===== src/rtl/drs_ram.sv =====
// drs_ram: generic single-write, single-read ram with registered read
// no dependencies
`timescale 1ns / 1ps

module drs_ram #(
	parameter int WIDTH = 8,
	parameter int DEPTH = 16
) (
	input  logic                                      clk,
	input  logic                                      we,
	input  logic [(DEPTH > 1 ? $clog2(DEPTH) : 1)-1:0] waddr,
	input  logic [WIDTH-1:0]                          wdata,
	input  logic                                      re,
	input  logic [(DEPTH > 1 ? $clog2(DEPTH) : 1)-1:0] raddr,
	output logic [WIDTH-1:0]                          rdata
);

	logic [WIDTH-1:0] mem [DEPTH];

	// write port and registered read port
	always_ff @(posedge clk) begin
		if (we) begin
			mem[waddr] <= wdata;
		end
		if (re) begin
			rdata <= mem[raddr];
		end
	end

endmodule


===== config.mk =====
export PLATFORM = sky130hd
export DESIGN_NAME = drs_ram
export DESIGN_NICKNAME = d
export VERILOG_FILES = /design/src/rtl/drs_ram.sv
export SDC_FILE = /design/constraint.sdc
export NUM_CORES = 1
export LEC_CHECK = 0
export BUFFER_PORTS_ARGS = -buffer_cell sky130_fd_sc_hd__buf_2
export CORE_ASPECT_RATIO = 0.75
export CORE_MARGIN = 8
export CORE_UTILIZATION = 55
export DETAILED_ROUTE_END_ITERATION = 6
export GPL_TIMING_DRIVEN = 0
export PLACE_DENSITY = 0.78
export SYNTH_ARGS = -nofsm -noshare
export SYNTH_HDL_FRONTEND = slang
export SYNTH_SLANG_ARGS = --single-unit

===== constraint.sdc =====
create_clock -name clk -period 4.6 [get_ports clk]
set_input_delay 0.69 -clock clk [delete_from_list [all_inputs] [get_ports clk]]
set_output_delay 0.69 -clock clk [all_outputs]
set_load 0.005 [all_outputs]

==> results.json <==
{
  "run_status": "completed",
  "floorplan.die.height_um": 100,
  "floorplan.core_area_mm2": 0.00916,
  "post-synth-top-area-cell": "edfxtp_1",
  "gp_congestion": 0.733,
  "hp-start": "re",
  "leading_cell_types_by_total_area_after_synthesis": "edfxtp_1 (78%), mux4_2 (7.8%), mux4_1 (7.0%), a22oi_1 (2.3%), nor2_1 (0.93%)",
  "skew_ns": 0.00590,
  "synth_top_area_share": 0.781,
  "detail_route.wl_per_cell_um": 25.6,
  "rrSetupSlack_ns": 3.04,
  "drt_drc_violations_left": 0,
  "globalRoute.totalOverflow": 0,
  "reg2reg_depth": 3,
  "vias_per_cell": 6.04,
  "clk_latency_ns": 0.41,
  "grt_usage": 0.175,
  "timing.hold.ws_ns": 0.610,
  "num_io_pins": 27,
  "fmaxAchievable_ghz": 0.428,
  "worst_hold_path_type": "input pin to register",
  "synthArstFlopShare": 0,
  "main_combinational_cell_family_by_area_after_synthesis": "multiplexers",
  "setup.worst_path.end_class": "register",
  "synth.distinct_cells": 18,
  "drtAntennaViolNets": 0,
  "post-synth-top-count-cell": "edfxtp_1",
  "syn_area_per_cell_um2": 22.8,
  "critical_path_peak_fanout": 8,
  "yosys-mux-area-fraction": 0.148,
  "synthAdderAreaFrac": 0,
  "critPathLaunchType": "input pin",
  "postSynthNetCount": 248,
  "fin_crit_ns": 2.33,
  "fin_setup_tns_ns": 0,
  "detail_route.iter0.violations": 272,
  "share_of_the_core_filled_with_cells_in_the_final_layout": 0.669,
  "number_of_nets_at_the_end_of_the_flow": 292,
  "dieArea_mm2": 0.0129,
  "detailroute.via_count": 2499,
  "io_buffers": 25,
  "die_w_um": 129,
  "post_cts.resized_instances": 0,
  "clockRootBuffer": "clkbuf_16",
  "initial_core_util": 0.571,
  "slew_violations": 0,
  "setup_viol": 0,
  "wirelength_um": 10600,
  "detailed_place_hpwl_um": 6450,
  "post_synthesis_register_bit_count": 136,
  "worstReg2RegEnd": "rdata[1]$_DFFE_PP_",
  "cts-root-to-sink-buffers": 2,
  "antenna_diode_count": 0,
  "ys.flop_type": "edfxtp_1",
  "power_density_mw_per_mm2": 479,
  "peak_supply_drop_v": 0.000467,
  "areaGrowthSynthToFinish_pct": 17.2,
  "synth-simple-area-share": 0.0314,
  "post_dp_cell_area_mm2": 0.00551,
  "rsz0062_at_grt": "false",
  "grt_pass1_vias": 2628,
  "timing_worst_setup_path_type": "input pin to register",
  "final_hold_viol_count": 0,
  "slew_headroom": 0.145,
  "rr_startpoint": "mem[5][1]$_DFFE_PP_",
  "hold_end": "rdata[0]$_DFFE_PP_",
  "leakage_nw": 2.04,
  "cell_area_after_synthesis_mm2": 0.00523,
  "final_design_area_no_fill_mm2": 0.00612,
  "num_rows": 30,
  "global_route_wire_length_before_repair_um": 15600,
  "netlist_instances": 229,
  "htree_num_levels": 4,
  "arrival_ns": 2.35,
  "clk_pin_slew_ns": 0.05,
  "timing.hold.worst_path_depth": 1,
  "detailedRoute.firstPassIterationCount": 4,
  "cts_setup_buffers": 0,
  "synth_top_cells_by_count": "edfxtp_1 (136), mux4_2 (18), a22oi_1 (16)",
  "layout-drive-gt1-share": 0.283,
  "tritoncts.num_buffers": 17,
  "number_of_antenna_violations_at_the_first_check_in_global_routing": 0,
  "cap_viol_max_count": 0,
  "cts.hold.buffers_added": 0,
  "fillCellCount": 600,
  "ys.warnings.count": 0,
  "maximum_number_of_pins_on_one_net_before_global_route_repair": 17,
  "worst_pin_slew_ns": 1.27,
  "cts_num_sinks": 136,
  "synth_compound_gate_area_share": 0.0230,
  "synth-xor-area-share": 0,
  "register_area_share_after_synthesis": 0.781,
  "timing.final.crit_share": 0.507,
  "synth_edf_count": 136,
  "required_ns": 4.62,
  "cts_tree": "yes"
}
==> registers in the layout (all words and copies together), names as in the netlist <==
name   cells
rdata      8
mem      128
==> cells in the final DEF, fill, tap and decap left out, types with 3 or more instances in the layout <==
master and count:
mux4_2 18, nor3_1 4, clkinv_1 3, clkbuf_16 17
edfxtp_1 136, clkdlybuf4s25_2 3, buf_2 28, buf_6 3
a22oi_1 16, nand2_1 9, bufinv_16 4, mux4_1 14
nor2_1 13, clkinvlp_4 4
==> routing by layer <==
layer / vias to the layer above / track usage / share of wire / routed length (um)
met5: - / 0 / 0 / 0
met4: 0 / 0.0702 / 0.0051 / 54
met3: 7 / 0.0583 / 0.078 / 822
met2: 106 / 0.264 / 0.48 / 5120
met1: 1314 / 0.230 / 0.43 / 4590
li1: 1072 / - / - / -
==> area by class of cell <==
cell class	instances	area (um2)	area share
Multi-Input combinational cell	83	1060	0.173
Buffer	10	86.3	0.0141
Timing Repair Buffer	25	125	0.0204
Tap cell	128	160	0.0261
Clock inverter	13	179	0.0292
Sequential cell	136	4080	0.667
Clock buffer	19	433	0.0707
==> critical path: stages <==
cell,delay [ns]
buf_2,0.13
or3b_2,0.54
nor3_1,0.99
==> kinds of logic after synthesis <==
kind of cell           after synthesis
flip-flops                         136
multiplexers                        32
AND/OR/NAND/NOR                     35
buffers and inverters               10
AO/OA/AOI/OAI                       16
==> metrics by stage <==
step                std cells  power (mW)  worst slack, ns
CTS                       414        2.95             2.30
global route              414        3.01             2.23
global placement          382        1.55             1.91
floorplan                 229        1.50             2.42
finish                    414        2.94             2.27
detailed placement        382        1.56             1.90
==> worst max path at each step <==
stage	startpoint	endpoint	slack, ns	depth (start not counted)
after floorplan	waddr[2]	mem[0][0]$_DFFE_PP_	2.42	2
after global placement	waddr[2]	mem[0][1]$_DFFE_PP_	1.91	3
after detailed placement	waddr[2]	mem[0][1]$_DFFE_PP_	1.90	3
after CTS	waddr[2]	mem[0][2]$_DFFE_PP_	2.30	3
after global routing	we	mem[0][2]$_DFFE_PP_	2.23	3
final	waddr[2]	mem[0][2]$_DFFE_PP_	2.27	3
==> where the power goes <==
| part | internal (mW) | switching (mW) |
|---|---|---|
| Clock | 0.902 | 0.496 |
| Combinational | 0.0538 | 0.0804 |
| Sequential | 1.40 | 0.00639 |
Power figures use the tool's default switching activity.
