File: config.mk
export PLATFORM = sky130hd
export DESIGN_NAME = drs_div
export DESIGN_NICKNAME = d
export VERILOG_FILES = /design/src/rtl/drs_pkg.sv /design/src/rtl/drs_div.sv
export SDC_FILE = /design/constraint.sdc
export NUM_CORES = 1
export LEC_CHECK = 0
export ABC_AREA = 0
export BUFFER_PORTS_ARGS = -buffer_cell sky130_fd_sc_hd__buf_2
export CELL_PAD_IN_SITES_DETAIL_PLACEMENT = 0
export CELL_PAD_IN_SITES_GLOBAL_PLACEMENT = 1
export CORE_ASPECT_RATIO = 1.25
export CORE_UTILIZATION = 36
export DETAILED_ROUTE_END_ITERATION = 8
export MAX_ROUTING_LAYER = met4
export PLACE_DENSITY_LB_ADDON = 0.1
export SYNTH_ARGS = -nofsm -noshare
export SYNTH_HDL_FRONTEND = slang
export SYNTH_SLANG_ARGS = --single-unit
File: constraint.sdc
create_clock -name clk -period 2.5 [get_ports clk]
set_input_delay 0.5 -clock clk [delete_from_list [all_inputs] [get_ports clk]]
set_output_delay 0.5 -clock clk [all_outputs]
set_load 0.05 [all_outputs]
File: src/rtl/drs_pkg.sv
// drs_pkg: types, widths, codes and helpers shared by the range slicer
// no dependencies
`timescale 1ns / 1ps

package drs_pkg;

	localparam int ID_W    = 31;
	localparam int QUOTA_W = 32;
	localparam int TOTAL_W = 33;
	localparam int COUNT_W = 9;
	localparam int INDEX_W = 8;
	localparam int STAT_W  = 2;
	localparam int REG_W   = 1;

	// status codes
	localparam logic [STAT_W-1:0] ST_VALID = 2'd0;
	localparam logic [STAT_W-1:0] ST_INDEX = 2'd1;
	localparam logic [STAT_W-1:0] ST_EMPTY = 2'd2;
	localparam logic [STAT_W-1:0] ST_OVFL  = 2'd3;

	// register indexes
	localparam logic [REG_W-1:0] REG_SLICE_COUNT = 1'b0;
	localparam logic [REG_W-1:0] REG_SLICE_INDEX = 1'b1;

	// saturation point of the running total
	localparam logic [TOTAL_W-1:0] TOTAL_SAT = 33'h1_0000_0000;

	// divider request and response
	typedef struct packed {
		logic               start;
		logic [QUOTA_W-1:0] dividend;
		logic [COUNT_W-1:0] divisor;
	} div_req_t;

	typedef struct packed {
		logic               done;
		logic [QUOTA_W-1:0] quotient;
		logic [COUNT_W-1:0] remainder;
	} div_rsp_t;

	// size of an inclusive range, zero when reversed
	function automatic logic [QUOTA_W-1:0] range_size(input logic [ID_W-1:0] b,
		input logic [ID_W-1:0] e);
		logic [QUOTA_W-1:0] sz;
		if (e < b) begin
			sz = '0;
		end else begin
			sz = {1'b0, e} - {1'b0, b} + 32'd1;
		end
		return sz;
	endfunction

endpackage

File: src/rtl/drs_div.sv
// drs_div: restoring divider, one quotient bit per cycle
// depends on drs_pkg for the request and response structs
`timescale 1ns / 1ps

module drs_div (
	input  logic              clk,
	input  logic              arst_n,
	input  drs_pkg::div_req_t req,
	output drs_pkg::div_rsp_t rsp
);

	localparam int QW = drs_pkg::QUOTA_W;
	localparam int DW = drs_pkg::COUNT_W;
	localparam int CNT_W = $clog2(QW);

	logic            busy_q;
	logic            done_q;
	logic [CNT_W-1:0] cnt_q;
	logic [QW-1:0]   quot_q;
	logic [DW-1:0]   rem_q;
	logic [DW-1:0]   divisor_q;
	logic [DW:0]     trial;
	logic            fits;

	// trial subtraction of one step
	assign trial = {rem_q, quot_q[QW-1]};
	assign fits  = trial >= {1'b0, divisor_q};

	// control
	always_ff @(posedge clk or negedge arst_n) begin
		if (!arst_n) begin
			busy_q <= 1'b0;
			done_q <= 1'b0;
			cnt_q  <= '0;
		end else begin
			done_q <= 1'b0;
			if (req.start) begin
				busy_q <= 1'b1;
				cnt_q  <= CNT_W'(QW - 1);
			end else if (busy_q) begin
				cnt_q <= cnt_q - 1'b1;
				if (cnt_q == '0) begin
					busy_q <= 1'b0;
					done_q <= 1'b1;
				end
			end
		end
	end

	// datapath: dividend shifts out while quotient bits shift in
	always_ff @(posedge clk) begin
		if (req.start) begin
			quot_q    <= req.dividend;
			rem_q     <= '0;
			divisor_q <= req.divisor;
		end else if (busy_q) begin
			quot_q <= {quot_q[QW-2:0], fits};
			if (fits) begin
				rem_q <= DW'(trial - {1'b0, divisor_q});
			end else begin
				rem_q <= trial[DW-1:0];
			end
		end
	end

	assign rsp.done      = done_q;
	assign rsp.quotient  = quot_q;
	assign rsp.remainder = rem_q;

endmodule

==> impl_summary.log, run 1 <==
[metrics] worst-case clock skew: 9.20 ps
[metrics] core region area: 0.00749 sq mm
[metrics] commonest non-fill, non-tap cells in the layout: sky130_fd_sc_hd__buf_2 (85), sky130_fd_sc_hd__edfxtp_1 (41), sky130_fd_sc_hd__mux2_2 (32)
[metrics] capturing element type of the critical path: register
[metrics] total of fill cells in the finished design: 713
[metrics] TritonCTS Sinks: 57
[metrics] reg-to-reg slack, setup: 190 ps
[metrics] Longest Clk Path Bufs: 2
[metrics] number of cells after detailed placement: 385
[metrics] top-area cell type share of the netlist area: 43.6%
[metrics] achievable clock frequency: 0.432 GHz
[metrics] required time at the worst-slack endpoint: 2710 ps
[metrics] final max-slew violation count: 0
[metrics] starting DRC count in detailed routing: 39
[metrics] layout cells sized above 1: 50.0%
[metrics] Core Rows: 35
[metrics] global-route wire length before repair: 9.08 mm
[metrics] wirelength, routed: 5.79 mm
[metrics] PortBufs: 85
[metrics] Die Wd: 81.3 microns
[metrics] average cell area after synthesis: 13.3 sq um
[metrics] TritonCTS Buffers: 9
[metrics] class of the most critical hold timing path: input pin to register
[metrics] post-detailed-placement cell area: 0.00338 sq mm
[metrics] CP Data Arrival Time: 2530 ps
[metrics] power per standard cell area: 975 mW/mm^2
[metrics] final worst-path cycle share: 92.6%
[metrics] global-route total usage across every layer: 15.7%
[metrics] Chip Height: 101 microns
[metrics] gate count after technology mapping: 212
[metrics] slowest cell on the critical path: sky130_fd_sc_hd__edfxtp_1
[metrics] remaining antenna violation count: 0
[metrics] main combinational cell family by area after synthesis: multiplexers
[metrics] cell types with the largest area share after synthesis: sky130_fd_sc_hd__edfxtp_1 (44%), sky130_fd_sc_hd__mux2_2 (13%), sky130_fd_sc_hd__dfxtp_1 (6.4%)
[metrics] routed vias: 1942
[metrics] RSZ-0062 raised after global routing: false
[metrics] Top Ports: 86
[metrics] xor and xnor area share after synthesis: 3.10%
[metrics] Gates resized, CTS repair: 0
[metrics] area delta synth->final: 26.9%
[metrics] crit path kind: register to register
[metrics] critical path, cell by cell: inv_1 -> ha_1 -> inv_1 -> fa_2 -> a211oi_4 -> o31ai_4 -> a211oi_4 -> buf_4 -> mux2i_1 -> a211oi_1
[metrics] Synth Register Bits: 57
[metrics] postcts setup bufs: 0
[metrics] Final Hold Vio Count: 0
[metrics] family of cells with the greatest summed delay on the critical path: compound AO/OA/AOI/OAI gates
[metrics] number of warnings reported in the yosys synthesis log: 0
[metrics] proportion of synthesized chip area in sequential cells: 56.1%
[metrics] effective utilization at floorplan: 37.7%
[metrics] pin count of the biggest net entering global routing: 33
[metrics] delay of the slowest cell on the worst path: 410 ps
[metrics] Least-Margin Pin Slew: 418 ps
[metrics] outcome: finished, final reports clean
[metrics] Adder-Cell Fraction of Synth Area: 5.58%
[metrics] average routed wire per standard cell: 14.4 microns
[metrics] total gr overflow: 0
[metrics] number of global-route vias before repair: 1905
[metrics] max_cap viols: 0
[metrics] Max rail drop VDD: 569 uV
[metrics] setup-violating endpoint count in the final report: 0
[metrics] clock transition at the registers of the reported paths: 70 ps
[metrics] category of the worst setup path launch point: register
[metrics] distinct cell type count of the synthesized netlist: 45
[metrics] static leakage power: 1.60 nW
[metrics] post-layout min period: 2310 ps
[metrics] Mapped Nets: 268
[metrics] headroom to the max-slew limit: 72.1%
[metrics] level count of the clock H-tree: 3
[metrics] clock tree root driver cell: sky130_fd_sc_hd__clkbuf_8
[metrics] number of vias per cell: 4.83
[metrics] buffers and inverters on the worst path: 3
[metrics] largest fanout on the critical path: 9
[metrics] final net count: 361
[metrics] Pre-Repair DR Iteration Count: 4
[metrics] post-detailed-placement half-perimeter wirelength: 4.32 mm
[metrics] area of the mapped netlist: 0.00283 sq mm
[metrics] antenna violations before repair: 0
[metrics] most common library cell in the layout ignoring fill and taps: sky130_fd_sc_hd__buf_2
[metrics] share of flip-flops with an asynchronous set or reset after synthesis: 12.3%
[metrics] EDFF count, synth: 41
[metrics] share of the synthesized area in compound gates (AO/OA/AOI/OAI): 8.19%
[metrics] final cell count without fillers: 402
[metrics] fraction of the mapped netlist area in simple logic gates: 8.72%
[metrics] largest area contributor in the netlist: sky130_fd_sc_hd__edfxtp_1
[metrics] Placer Congestion: 0.729
[metrics] Remaining DRCs: 0
[metrics] antenna cell count: 0
[metrics] Most used DFF post-synth: sky130_fd_sc_hd__edfxtp_1
[metrics] Skew-Pair Late Insertion Delay: 330 ps
[metrics] final cell area excluding filler cells: 0.00359 sq mm
[metrics] proportion of synthesized area in mux cells: 14.2%
[metrics] total die area: 0.00821 sq mm
[metrics] clock tree from TritonCTS: yes
report_power, final:
part	switching, W	internal [W]
sequential	0.000110	0.00117
clock	0.000387	0.000457
combinational	0.000864	0.000509
total	0.00136	0.00213
cell families (layout without fill, tap and decap cells):
group           Yosys count  count (layout)
xor+xnor                 10              10
fa+ha+maj                12              12
mux                      36              36
flops                    57              57
compound gates           28              28
simple gates             43              43
buf+inv                  26             124
worst register-to-register path, stage by stage (launching register included):
cell,delay [ps]
sky130_fd_sc_hd__edfxtp_1,410
sky130_fd_sc_hd__inv_1,80
sky130_fd_sc_hd__ha_1,160
sky130_fd_sc_hd__inv_1,50
sky130_fd_sc_hd__fa_2,370
sky130_fd_sc_hd__a211oi_4,270
sky130_fd_sc_hd__o31ai_4,130
sky130_fd_sc_hd__a211oi_4,250
sky130_fd_sc_hd__buf_4,200
sky130_fd_sc_hd__mux2i_1,200
sky130_fd_sc_hd__a211oi_1,80
cell type report:
type / count / area [sq um] / share of cell area (%)
clock buffer: 9 / 124 / 3.45
clock inverter: 7 / 70.1 / 1.95
inverter: 14 / 52.6 / 1.47
multi-input combinational: 129 / 1140 / 31.9
sequential: 57 / 1590 / 44.2
tap: 92 / 115 / 3.21
timing repair buffer: 94 / 495 / 13.8
layer usage:
layer	wire (microns)	vias up	GRT usage (%)
li1	-	970	-
met1	2590	904	19.0
met2	2850	60	24.8
met3	261	8	3.53
met4	93	0	7.01
met5	0	-	-
synthesized netlist by cell type, types with 2 or more instances:
cell type,n
sky130_fd_sc_hd__ha_1,11
sky130_fd_sc_hd__a311oi_1,2
sky130_fd_sc_hd__nand2_1,6
sky130_fd_sc_hd__buf_6,2
sky130_fd_sc_hd__mux2i_1,4
sky130_fd_sc_hd__nand2b_1,7
sky130_fd_sc_hd__or2_2,2
sky130_fd_sc_hd__nand4b_1,2
sky130_fd_sc_hd__a21oi_1,3
sky130_fd_sc_hd__nor3_1,3
sky130_fd_sc_hd__clkbuf_1,9
sky130_fd_sc_hd__edfxtp_1,41
sky130_fd_sc_hd__xor2_1,4
sky130_fd_sc_hd__or3b_2,2
sky130_fd_sc_hd__o311ai_0,2
sky130_fd_sc_hd__dfrtp_1,7
sky130_fd_sc_hd__nor2_1,11
sky130_fd_sc_hd__inv_1,14
sky130_fd_sc_hd__nand4_1,2
sky130_fd_sc_hd__a211oi_1,4
sky130_fd_sc_hd__dfxtp_1,9
sky130_fd_sc_hd__a21o_1,4
sky130_fd_sc_hd__o21ai_0,3
sky130_fd_sc_hd__mux2_2,32
sky130_fd_sc_hd__xnor2_1,6
final timing paths:
kind	start	end	cells after the start
worst min register to register	rem_q[6]$_SDFFE_PP0P_	rem_q[7]$_SDFFE_PP0P_	2
min in group asynchronous	arst_n	cnt_q[3]$_DFFE_PN0P_	2
worst max register to register	quot_q[31]$_DFFE_PP_	rem_q[1]$_SDFFE_PP0P_	10
max in group asynchronous	arst_n	cnt_q[0]$_DFFE_PN0P_	2
worst max-delay path	quot_q[31]$_DFFE_PP_	rem_q[1]$_SDFFE_PP0P_	10
worst min-delay path	req[3]	divisor_q[3]$_DFFE_PP_	1
what timing repair did:
item	in CTS	in global routing
setup endpoints to repair	0	0
hold buffers	1	0
endpoints found under the hold margin	7	0
metrics by stage:
step	hold WS [ps]	power [W]	TNS, ps	util (%)	setup WS [ps]
2_1_floorplan	204	0.00238	-311	-	-190
3_3_place_gp	347	0.00268	0	45.2	226
3_5_place_dp	344	0.00269	0	45.2	166
4_1_cts	314	0.00356	0	47.9	142
5_1_grt	312	0.00369	0	47.9	28.1
6_report	335	0.00350	0	47.9	185
state kept, by name, indices dropped and copies added, names as in the netlist:
register	cells
busy_q	1
quot_q	32
cnt_q	5
done_q	1
divisor_q	9
rem_q	9
No activity file was read; power rests on OpenSTA's default activity.
==> inputs of run 2 (changes only) <==
- ABC_AREA: 0 -> 1
- CORE_UTILIZATION: 36 -> 34
==> impl_summary.log, run 2 <==
[metrics] outcome: finished, violations left
[metrics] failing checks: design-rule violations
[metrics] Remaining DRCs: 2 (+2)
[metrics] Final Hold Vio Count: 0 (unchanged)
[metrics] capture point of the worst reg-to-reg path: rem_q[8]$_SDFFE_PP0P_
[metrics] share of flip-flops with an asynchronous set or reset after synthesis: 12.3% (unchanged)
[metrics] antenna violations before repair: 0 (unchanged)
[metrics] commonest non-fill, non-tap cells in the layout: sky130_fd_sc_hd__nand2_1 (153), sky130_fd_sc_hd__buf_2 (85), sky130_fd_sc_hd__edfxtp_1 (41)
[metrics] Mapped Nets: 391 (+46%)
[metrics] list of most frequent post-synthesis cells: sky130_fd_sc_hd__nand2_1 (153), sky130_fd_sc_hd__edfxtp_1 (41), sky130_fd_sc_hd__inv_1 (35), sky130_fd_sc_hd__nand3_1 (18), sky130_fd_sc_hd__nor2_1 (12)
[metrics] Core Rows: 37 (+5.7%)
[metrics] Reg with most FFs: quot_q
[metrics] area of the mapped netlist: 0.00289 sq mm (+2.2%)
[metrics] Die Wd: 84.5 microns (+3.9%)
[metrics] reg-to-reg slack, setup: 550 ps (+360 ps)
[metrics] Top Ports: 86 (unchanged)
[metrics] Most used DFF post-synth: sky130_fd_sc_hd__edfxtp_1
[metrics] Hold Startpoint: req[8]
[metrics] required time at the worst-slack endpoint: 2780 ps (+70 ps)
[metrics] Max rail drop VDD: 434 uV (-24%)
[metrics] largest area contributor in the netlist: sky130_fd_sc_hd__edfxtp_1
[metrics] Skew-Pair Late Insertion Delay: 330 ps (about the same)
[metrics] final standard cell utilization of the core: 43.8% (-4.1 points)
[metrics] level count of the clock H-tree: 3 (unchanged)
[metrics] category of the worst setup path launch point: register
[metrics] most common library cell in the layout ignoring fill and taps: sky130_fd_sc_hd__nand2_1
[metrics] headroom to the max-slew limit: 72.7% (+0.57 points)
[metrics] global-route total usage across every layer: 17.5% (+1.8 points)
[metrics] clock tree root driver cell: sky130_fd_sc_hd__clkbuf_8
[metrics] sum of negative setup slack: 0 ps (unchanged)
[metrics] final net count: 482 (+34%)
[metrics] CP Data Arrival Time: 2230 ps (-300 ps)
[metrics] average cell area after synthesis: 8.62 sq um (-35%)
[metrics] clock tree from TritonCTS: yes
[metrics] cell types with the largest area share after synthesis: sky130_fd_sc_hd__edfxtp_1 (43%), sky130_fd_sc_hd__nand2_1 (20%), sky130_fd_sc_hd__dfxtp_1 (6.2%)
[metrics] final max-slew violation count: 0 (unchanged)
[metrics] global-route wire length before repair: 11.3 mm (+24%)
[metrics] remaining antenna violation count: 0 (unchanged)
[metrics] number of cells after detailed placement: 511 (+33%)
[metrics] setup slack after placement: 536 ps (+370 ps)
[metrics] starting DRC count in detailed routing: 76 (+95%)
[metrics] total die area: 0.00887 sq mm (+8.0%)
[metrics] TritonCTS Buffers: 9 (unchanged)
[metrics] RSZ-0062 raised after global routing: false
[metrics] number of global-route vias before repair: 2406 (+26%)
[metrics] routed vias: 2401 (+24%)
[metrics] EDFF count, synth: 41 (unchanged)
[metrics] effective utilization at floorplan: 35.1% (-2.7 points)
[metrics] crit path kind: register to register
[metrics] Pre-Repair DR Iteration Count: 6 (+2)
[metrics] post-detailed-placement half-perimeter wirelength: 4.99 mm (+16%)
[metrics] total of fill cells in the finished design: 886 (+24%)
[metrics] startpoint of the worst register-to-register path: quot_q[31]$_DFFE_PP_
[metrics] Regs by FF count: quot_q (32), divisor_q (9), rem_q (9)
[metrics] area delta synth->final: 25.0%
[metrics] Chip Height: 105 microns (+4.0%)
[metrics] PortBufs: 85 (unchanged)
[metrics] Sequential Area: 0.00159 sq mm (unchanged)
[metrics] Longest Clk Path Bufs: 2 (unchanged)
[metrics] distinct cell type count of the synthesized netlist: 29 (-36%)
[metrics] antenna cell count: 0 (unchanged)
[metrics] max_cap viols: 0 (unchanged)
[metrics] largest fanout on the critical path: 11 (+2)
[metrics] proportion of synthesized chip area in sequential cells: 54.9% (-1.2 points)
[metrics] pin count of the biggest net entering global routing: 31 (-6.1%)
[metrics] Min-Delay Endpoint: divisor_q[8]$_DFFE_PP_
[metrics] final cell count without fillers: 528 (+31%)
[metrics] number of vias per cell: 4.55 (-5.9%)
[metrics] worst setup margin: 547 ps (+362 ps)
[metrics] area used by multi-input combinational logic: 0.00111 sq mm (-3.2%)
[metrics] worst-case reg-to-reg path depth: 11 (+1)
[metrics] clock transition at the registers of the reported paths: 70 ps (about the same)
[metrics] Placer Congestion: 0.782 (+7.3%)
[metrics] cell depth of the worst hold path: 1 (unchanged)
[metrics] power per standard cell area: 1020 mW/mm^2 (+4.1%)
[metrics] average routed wire per standard cell: 12.8 microns (-11%)
[metrics] top-area cell type share of the netlist area: 42.6% (-0.94 points)
[metrics] capturing element type of the critical path: register
[metrics] total gr overflow: 0 (unchanged)
[metrics] wirelength, routed: 6.78 mm (+17%)
[metrics] class of the most critical hold timing path: input pin to register
[metrics] Least-Margin Pin Slew: 410 ps (-8.62 ps)
[metrics] postcts setup bufs: 0 (unchanged)
[metrics] static leakage power: 1.92 nW (+20%)
[metrics] worst-case clock skew: 9.16 ps (-0.0475 ps)
[metrics] final worst-path cycle share: 78.1% (-14 points)
[metrics] core region area: 0.00824 sq mm (+10%)
[metrics] gate count after technology mapping: 335 (+58%)
[metrics] final-layout worst hold slack: 336 ps (+1.12 ps)
[metrics] flip-flop count of the largest register after layout: 32 (unchanged)
[metrics] number of warnings reported in the yosys synthesis log: 0 (unchanged)
[metrics] achievable clock frequency: 0.512 GHz (+19%)
[metrics] layout cells sized above 1: 26.2% (-24 points)
[metrics] cell with the most instances after synthesis: sky130_fd_sc_hd__nand2_1
[metrics] TritonCTS Sinks: 57 (unchanged)
[metrics] setup-violating endpoint count in the final report: 0 (unchanged)
[metrics] post-layout min period: 1950 ps (-362 ps)
[metrics] Synth Register Bits: 57 (unchanged)
run 2: cell count changes after synthesis, moves of 7 or more:
cell and delta:
sky130_fd_sc_hd__inv_1 +21, sky130_fd_sc_hd__mux2_2 -32, sky130_fd_sc_hd__nand3_1 +17, sky130_fd_sc_hd__nand2b_1 -7, sky130_fd_sc_hd__nand2_1 +147
run 2: metrics by stage:
stage                     area [sq um]  total power, W
final                             3610         0.00367
after global routing              3610         0.00394
after CTS                         3610         0.00372
after detailed placement          3410         0.00286
after global placement            3410         0.00286
after floorplan                   2890         0.00251
run 2: report_power, final:
part,internal [W],switching [W]
Sequential,0.00117,0.000117
Combinational,0.000475,0.00107
Clock,0.000481,0.000359
run 2: routing by layer:
metal / part of all wire (%) / wire [microns] / global-route usage [%]
met5: 0 / 0 / -
met4: 1.3 / 88 / 6.90
met3: 5.0 / 336 / 6.00
met2: 50 / 3380 / 28.3
met1: 44 / 2970 / 20.0
run 2: cell families (layout without fill, tap and decap cells):
logic type | after synthesis | in the layout | synth area share, %
flops | 57 | 57 | 54.9
fa+ha+maj | 12 | 12 | 5.46
buf+inv | 47 | 143 | 6.80
xor+xnor | 3 | 3 | 0.910
compound gates | 13 | 13 | 2.38
simple gates | 203 | 203 | 29.5
run 2: layout make-up:
type / instances / area share, %
multi-input combinational: 231 / 30.6
timing repair buffer: 91 / 13.1
sequential: 57 / 43.9
clock buffer: 12 / 4.02
clock inverter: 4 / 1.21
inverter: 36 / 3.74
tap: 97 / 3.36
run 2: worst max-delay path: stages, from the launching register on:
cell                       delay [ps]
sky130_fd_sc_hd__edfxtp_1         380
sky130_fd_sc_hd__inv_1             90
sky130_fd_sc_hd__ha_1             140
sky130_fd_sc_hd__inv_1             50
sky130_fd_sc_hd__fa_1             410
sky130_fd_sc_hd__nand2_1          120
sky130_fd_sc_hd__nand3_2           80
sky130_fd_sc_hd__nand2_2          210
sky130_fd_sc_hd__nand2_2          180
sky130_fd_sc_hd__nand2_1          110
sky130_fd_sc_hd__nand3_1           60
sky130_fd_sc_hd__nand2_1           70
run 2: worst max-delay path by stage:
stage	startpoint	end	slack, ps	cells after the start
after global placement	quot_q[31]$_DFFE_PP_	rem_q[8]$_SDFFE_PP0P_	540	11
after CTS	quot_q[31]$_DFFE_PP_	rem_q[7]$_SDFFE_PP0P_	530	11
final	quot_q[31]$_DFFE_PP_	rem_q[8]$_SDFFE_PP0P_	550	11
after floorplan	quot_q[31]$_DFFE_PP_	quot_q[0]$_DFFE_PP_	450	9
after global routing	quot_q[31]$_DFFE_PP_	rem_q[4]$_SDFFE_PP0P_	370	11
after detailed placement	quot_q[31]$_DFFE_PP_	rem_q[7]$_SDFFE_PP0P_	540	11
run 2: what timing repair did:
action	in CTS	in global routing
endpoints found under the hold margin	7	0
gates resized for setup	0	0
hold buffers	1	0
==> inputs of run 3 (changes only) <==
- CORE_UTILIZATION: 34 -> 38
- clock period: 2.5 -> 1.8 ns (I/O delays scaled with it)
==> impl_summary.log, run 3 (synthesis results as in run 2) <==
[metrics] Skew-Pair Late Insertion Delay: 340 ps (about the same)
[metrics] CP Data Arrival Time: 1990 ps (-240 ps)
[metrics] commonest non-fill, non-tap cells in the layout: sky130_fd_sc_hd__nand2_1 (151), sky130_fd_sc_hd__buf_2 (85), sky130_fd_sc_hd__edfxtp_1 (41)
[metrics] Final Hold Vio Count: 0 (unchanged)
[metrics] category of the worst setup path launch point: register
[metrics] worst-case clock skew: 6.62 ps (-2.54 ps)
[metrics] Longest Clk Path Bufs: 2 (unchanged)
[metrics] total die area: 0.00796 sq mm (-10%)
[metrics] TritonCTS Buffers: 9 (unchanged)
[metrics] reg-to-reg slack, setup: 40 ps (-510 ps)
[metrics] average routed wire per standard cell: 12.7 microns (-0.68%)
[metrics] Chip Height: 99.5 microns (-5.3%)
[metrics] remaining antenna violation count: 0 (unchanged)
[metrics] final cell area excluding filler cells: 0.00380 sq mm (+5.3%)
[metrics] antenna cell count: 0 (unchanged)
[metrics] pin count of the biggest net entering global routing: 35 (+13%)
[metrics] Core Rows: 35 (-5.4%)
[metrics] Remaining DRCs: 0 (-2)
[metrics] starting DRC count in detailed routing: 79 (+3.9%)
[metrics] Regs by FF count: quot_q (32), divisor_q (9), rem_q (9)
[metrics] cell depth of the worst hold path: 1 (unchanged)
[metrics] static leakage power: 2.04 nW (+5.9%)
[metrics] final worst-path cycle share: 98.0% (+20 points)
[metrics] capture point of the worst reg-to-reg path: rem_q[4]$_SDFFE_PP0P_
[metrics] post-layout min period: 1760 ps (-190 ps)
[metrics] Hold Startpoint: req[5]
[metrics] Top Ports: 86 (unchanged)
[metrics] worst-case reg-to-reg path depth: 11 (unchanged)
[metrics] number of vias per cell: 4.57 (+0.45%)
[metrics] setup slack after placement: 18.0 ps (-518 ps)
[metrics] antenna violations before repair: 0 (unchanged)
[metrics] startpoint of the worst register-to-register path: quot_q[31]$_DFFE_PP_
[metrics] capturing element type of the critical path: register
[metrics] crit path kind: register to register
[metrics] number of cells after detailed placement: 521 (+2.0%)
[metrics] flip-flop count of the largest register after layout: 32 (unchanged)
[metrics] achievable clock frequency: 0.567 GHz (+11%)
[metrics] Placer Congestion: 0.740 (-5.3%)
[metrics] required time at the worst-slack endpoint: 2030 ps (-750 ps)
[metrics] clock group share of total power: 18.9% (-4.0 points)
[metrics] clock transition at the registers of the reported paths: 70 ps (about the same)
[metrics] global-route total usage across every layer: 19.9% (+2.3 points)
[metrics] largest fanout on the critical path: 5 (-6)
[metrics] TritonCTS Sinks: 57 (unchanged)
[metrics] final net count: 503 (+4.4%)
[metrics] share of power burned in registers: 33.7% (-1.3 points)
[metrics] max_cap viols: 0 (unchanged)
[metrics] Min-Delay Endpoint: divisor_q[5]$_DFFE_PP_
[metrics] post-detailed-placement cell area: 0.00355 sq mm (+4.1%)
[metrics] routed vias: 2485 (+3.5%)
[metrics] clock tree root driver cell: sky130_fd_sc_hd__clkbuf_8
[metrics] sum of negative setup slack: 0 ps (unchanged)
[metrics] Reg with most FFs: quot_q
[metrics] final cell count without fillers: 544 (+3.0%)
[metrics] most common library cell in the layout ignoring fill and taps: sky130_fd_sc_hd__nand2_1
[metrics] core region area: 0.00736 sq mm (-11%)
[metrics] area delta synth->final: 31.7%
[metrics] layout cells sized above 1: 31.6% (+5.4 points)
[metrics] global-route wire length before repair: 11.5 mm (+1.3%)
[metrics] Net Switching: 0.00222 W (+44%)
[metrics] final max-slew violation count: 0 (unchanged)
[metrics] design internal power: 0.00300 W (+41%)
[metrics] total of fill cells in the finished design: 747 (-16%)
[metrics] Least-Margin Pin Slew: 462 ps (+52.4 ps)
[metrics] power per standard cell area: 1370 mW/mm^2 (+35%)
[metrics] post-detailed-placement half-perimeter wirelength: 4.96 mm (-0.71%)
[metrics] level count of the clock H-tree: 3 (unchanged)
[metrics] total gr overflow: 0 (unchanged)
[metrics] Die Wd: 80.0 microns (-5.3%)
[metrics] clock tree from TritonCTS: yes
[metrics] Pre-Repair DR Iteration Count: 4 (-2)
[metrics] setup-violating endpoint count in the final report: 0 (unchanged)
[metrics] RSZ-0062 raised after global routing: true
[metrics] worst setup margin: 36.8 ps (-510 ps)
[metrics] headroom to the max-slew limit: 69.2% (-3.5 points)
[metrics] Max rail drop VDD: 667 uV (+54%)
[metrics] effective utilization at floorplan: 39.3% (+4.2 points)
[metrics] Comb power frac: 47.4% (+5.4 points)
[metrics] PortBufs: 85 (unchanged)
[metrics] number of global-route vias before repair: 2476 (+2.9%)
[metrics] outcome: finished, final reports clean
[metrics] class of the most critical hold timing path: input pin to register
[metrics] wirelength, routed: 6.94 mm (+2.3%)
[metrics] switching portion of total power: 42.6% (+0.53 points)
==> run 3: changes by cell type in the layout (fill, tap and decap cells not counted), sizes merged <==
| cell | previous run | this run |
|---|---|---|
| inv | 35 | 34 |
| clkinv | 4 | 6 |
| clkinvlp | 0 | 1 |
| bufinv | 1 | 0 |
| buf | 90 | 111 |
| clkbuf | 12 | 11 |
==> run 3: how the worst max path moves through the flow <==
stage | from | end | slack (ps) | depth (start not counted)
4_1_cts | quot_q[31]$_DFFE_PP_ | rem_q[6]$_SDFFE_PP0P_ | -10 | 11
2_1_floorplan | quot_q[31]$_DFFE_PP_ | quot_q[0]$_DFFE_PP_ | -180 | 9
6_report | quot_q[31]$_DFFE_PP_ | rem_q[4]$_SDFFE_PP0P_ | 40 | 11
3_5_place_dp | quot_q[31]$_DFFE_PP_ | rem_q[6]$_SDFFE_PP0P_ | 20 | 11
3_3_place_gp | quot_q[31]$_DFFE_PP_ | rem_q[6]$_SDFFE_PP0P_ | 60 | 11
5_1_grt | quot_q[31]$_DFFE_PP_ | rem_q[4]$_SDFFE_PP0P_ | -70 | 11
==> run 3: through the flow <==
step           hold slack [ps]  util [%]  total power (W)
2_1_floorplan             64.4         -          0.00349
3_3_place_gp               202      48.3          0.00416
3_5_place_dp               207      48.3          0.00417
4_1_cts                    185      51.0          0.00523
5_1_grt                    189      51.7          0.00559
6_report                   201      51.7          0.00522
==> run 3: layer usage <==
metal,part of all wire (%),GRT usage [%],up-vias
li1,-,-,1290
met1,45,23.6,1123
met2,49,32.4,60
met3,4.3,3.76,12
met4,1.8,9.07,0
met5,0,-,-
==> run 3: power groups by stage <==
| stage | clock [W] | sequential (W) | combinational, W |
|---|---|---|---|
| CTS | 0.00102 | 0.00176 | 0.00245 |
| floorplan | 0 | 0.00237 | 0.00112 |
| detailed placement | 0 | 0.00178 | 0.00239 |
| global placement | 0 | 0.00178 | 0.00238 |
| global route | 0.00107 | 0.00179 | 0.00274 |
| finish | 0.000986 | 0.00176 | 0.00247 |
==> run 3: cell type report <==
| class | count | area (sq um) | area share, % |
|---|---|---|---|
| inverter | 36 | 139 | 3.65 |
| tap | 92 | 115 | 3.03 |
| clock inverter | 5 | 22.5 | 0.592 |
| clock buffer | 11 | 131 | 3.45 |
| multi-input combinational | 231 | 1150 | 30.1 |
| timing repair buffer | 112 | 663 | 17.4 |
| sequential | 57 | 1590 | 41.7 |
==> run 3: what timing repair did <==
| action | in CTS | in global routing |
|---|---|---|
| resized for setup | 4 | 8 |
| hold buffers | 1 | 0 |
| setup buffers | 3 | 3 |
| pin swaps | 3 | 16 |
| endpoints found under the setup margin | 2 | 10 |
| hold endpoints to repair | 7 | 0 |
==> run 3: critical path: stages, from the launching register on <==
cell and delay [ps]:
sky130_fd_sc_hd__edfxtp_1 410, sky130_fd_sc_hd__inv_2 100, sky130_fd_sc_hd__ha_4 130, sky130_fd_sc_hd__inv_2 40, sky130_fd_sc_hd__fa_2 360, sky130_fd_sc_hd__nand2_2 90
sky130_fd_sc_hd__nand3_2 90, sky130_fd_sc_hd__nand2_4 110, sky130_fd_sc_hd__buf_6 130, sky130_fd_sc_hd__nand3b_1 80, sky130_fd_sc_hd__nand3_1 70, sky130_fd_sc_hd__nand2_1 50
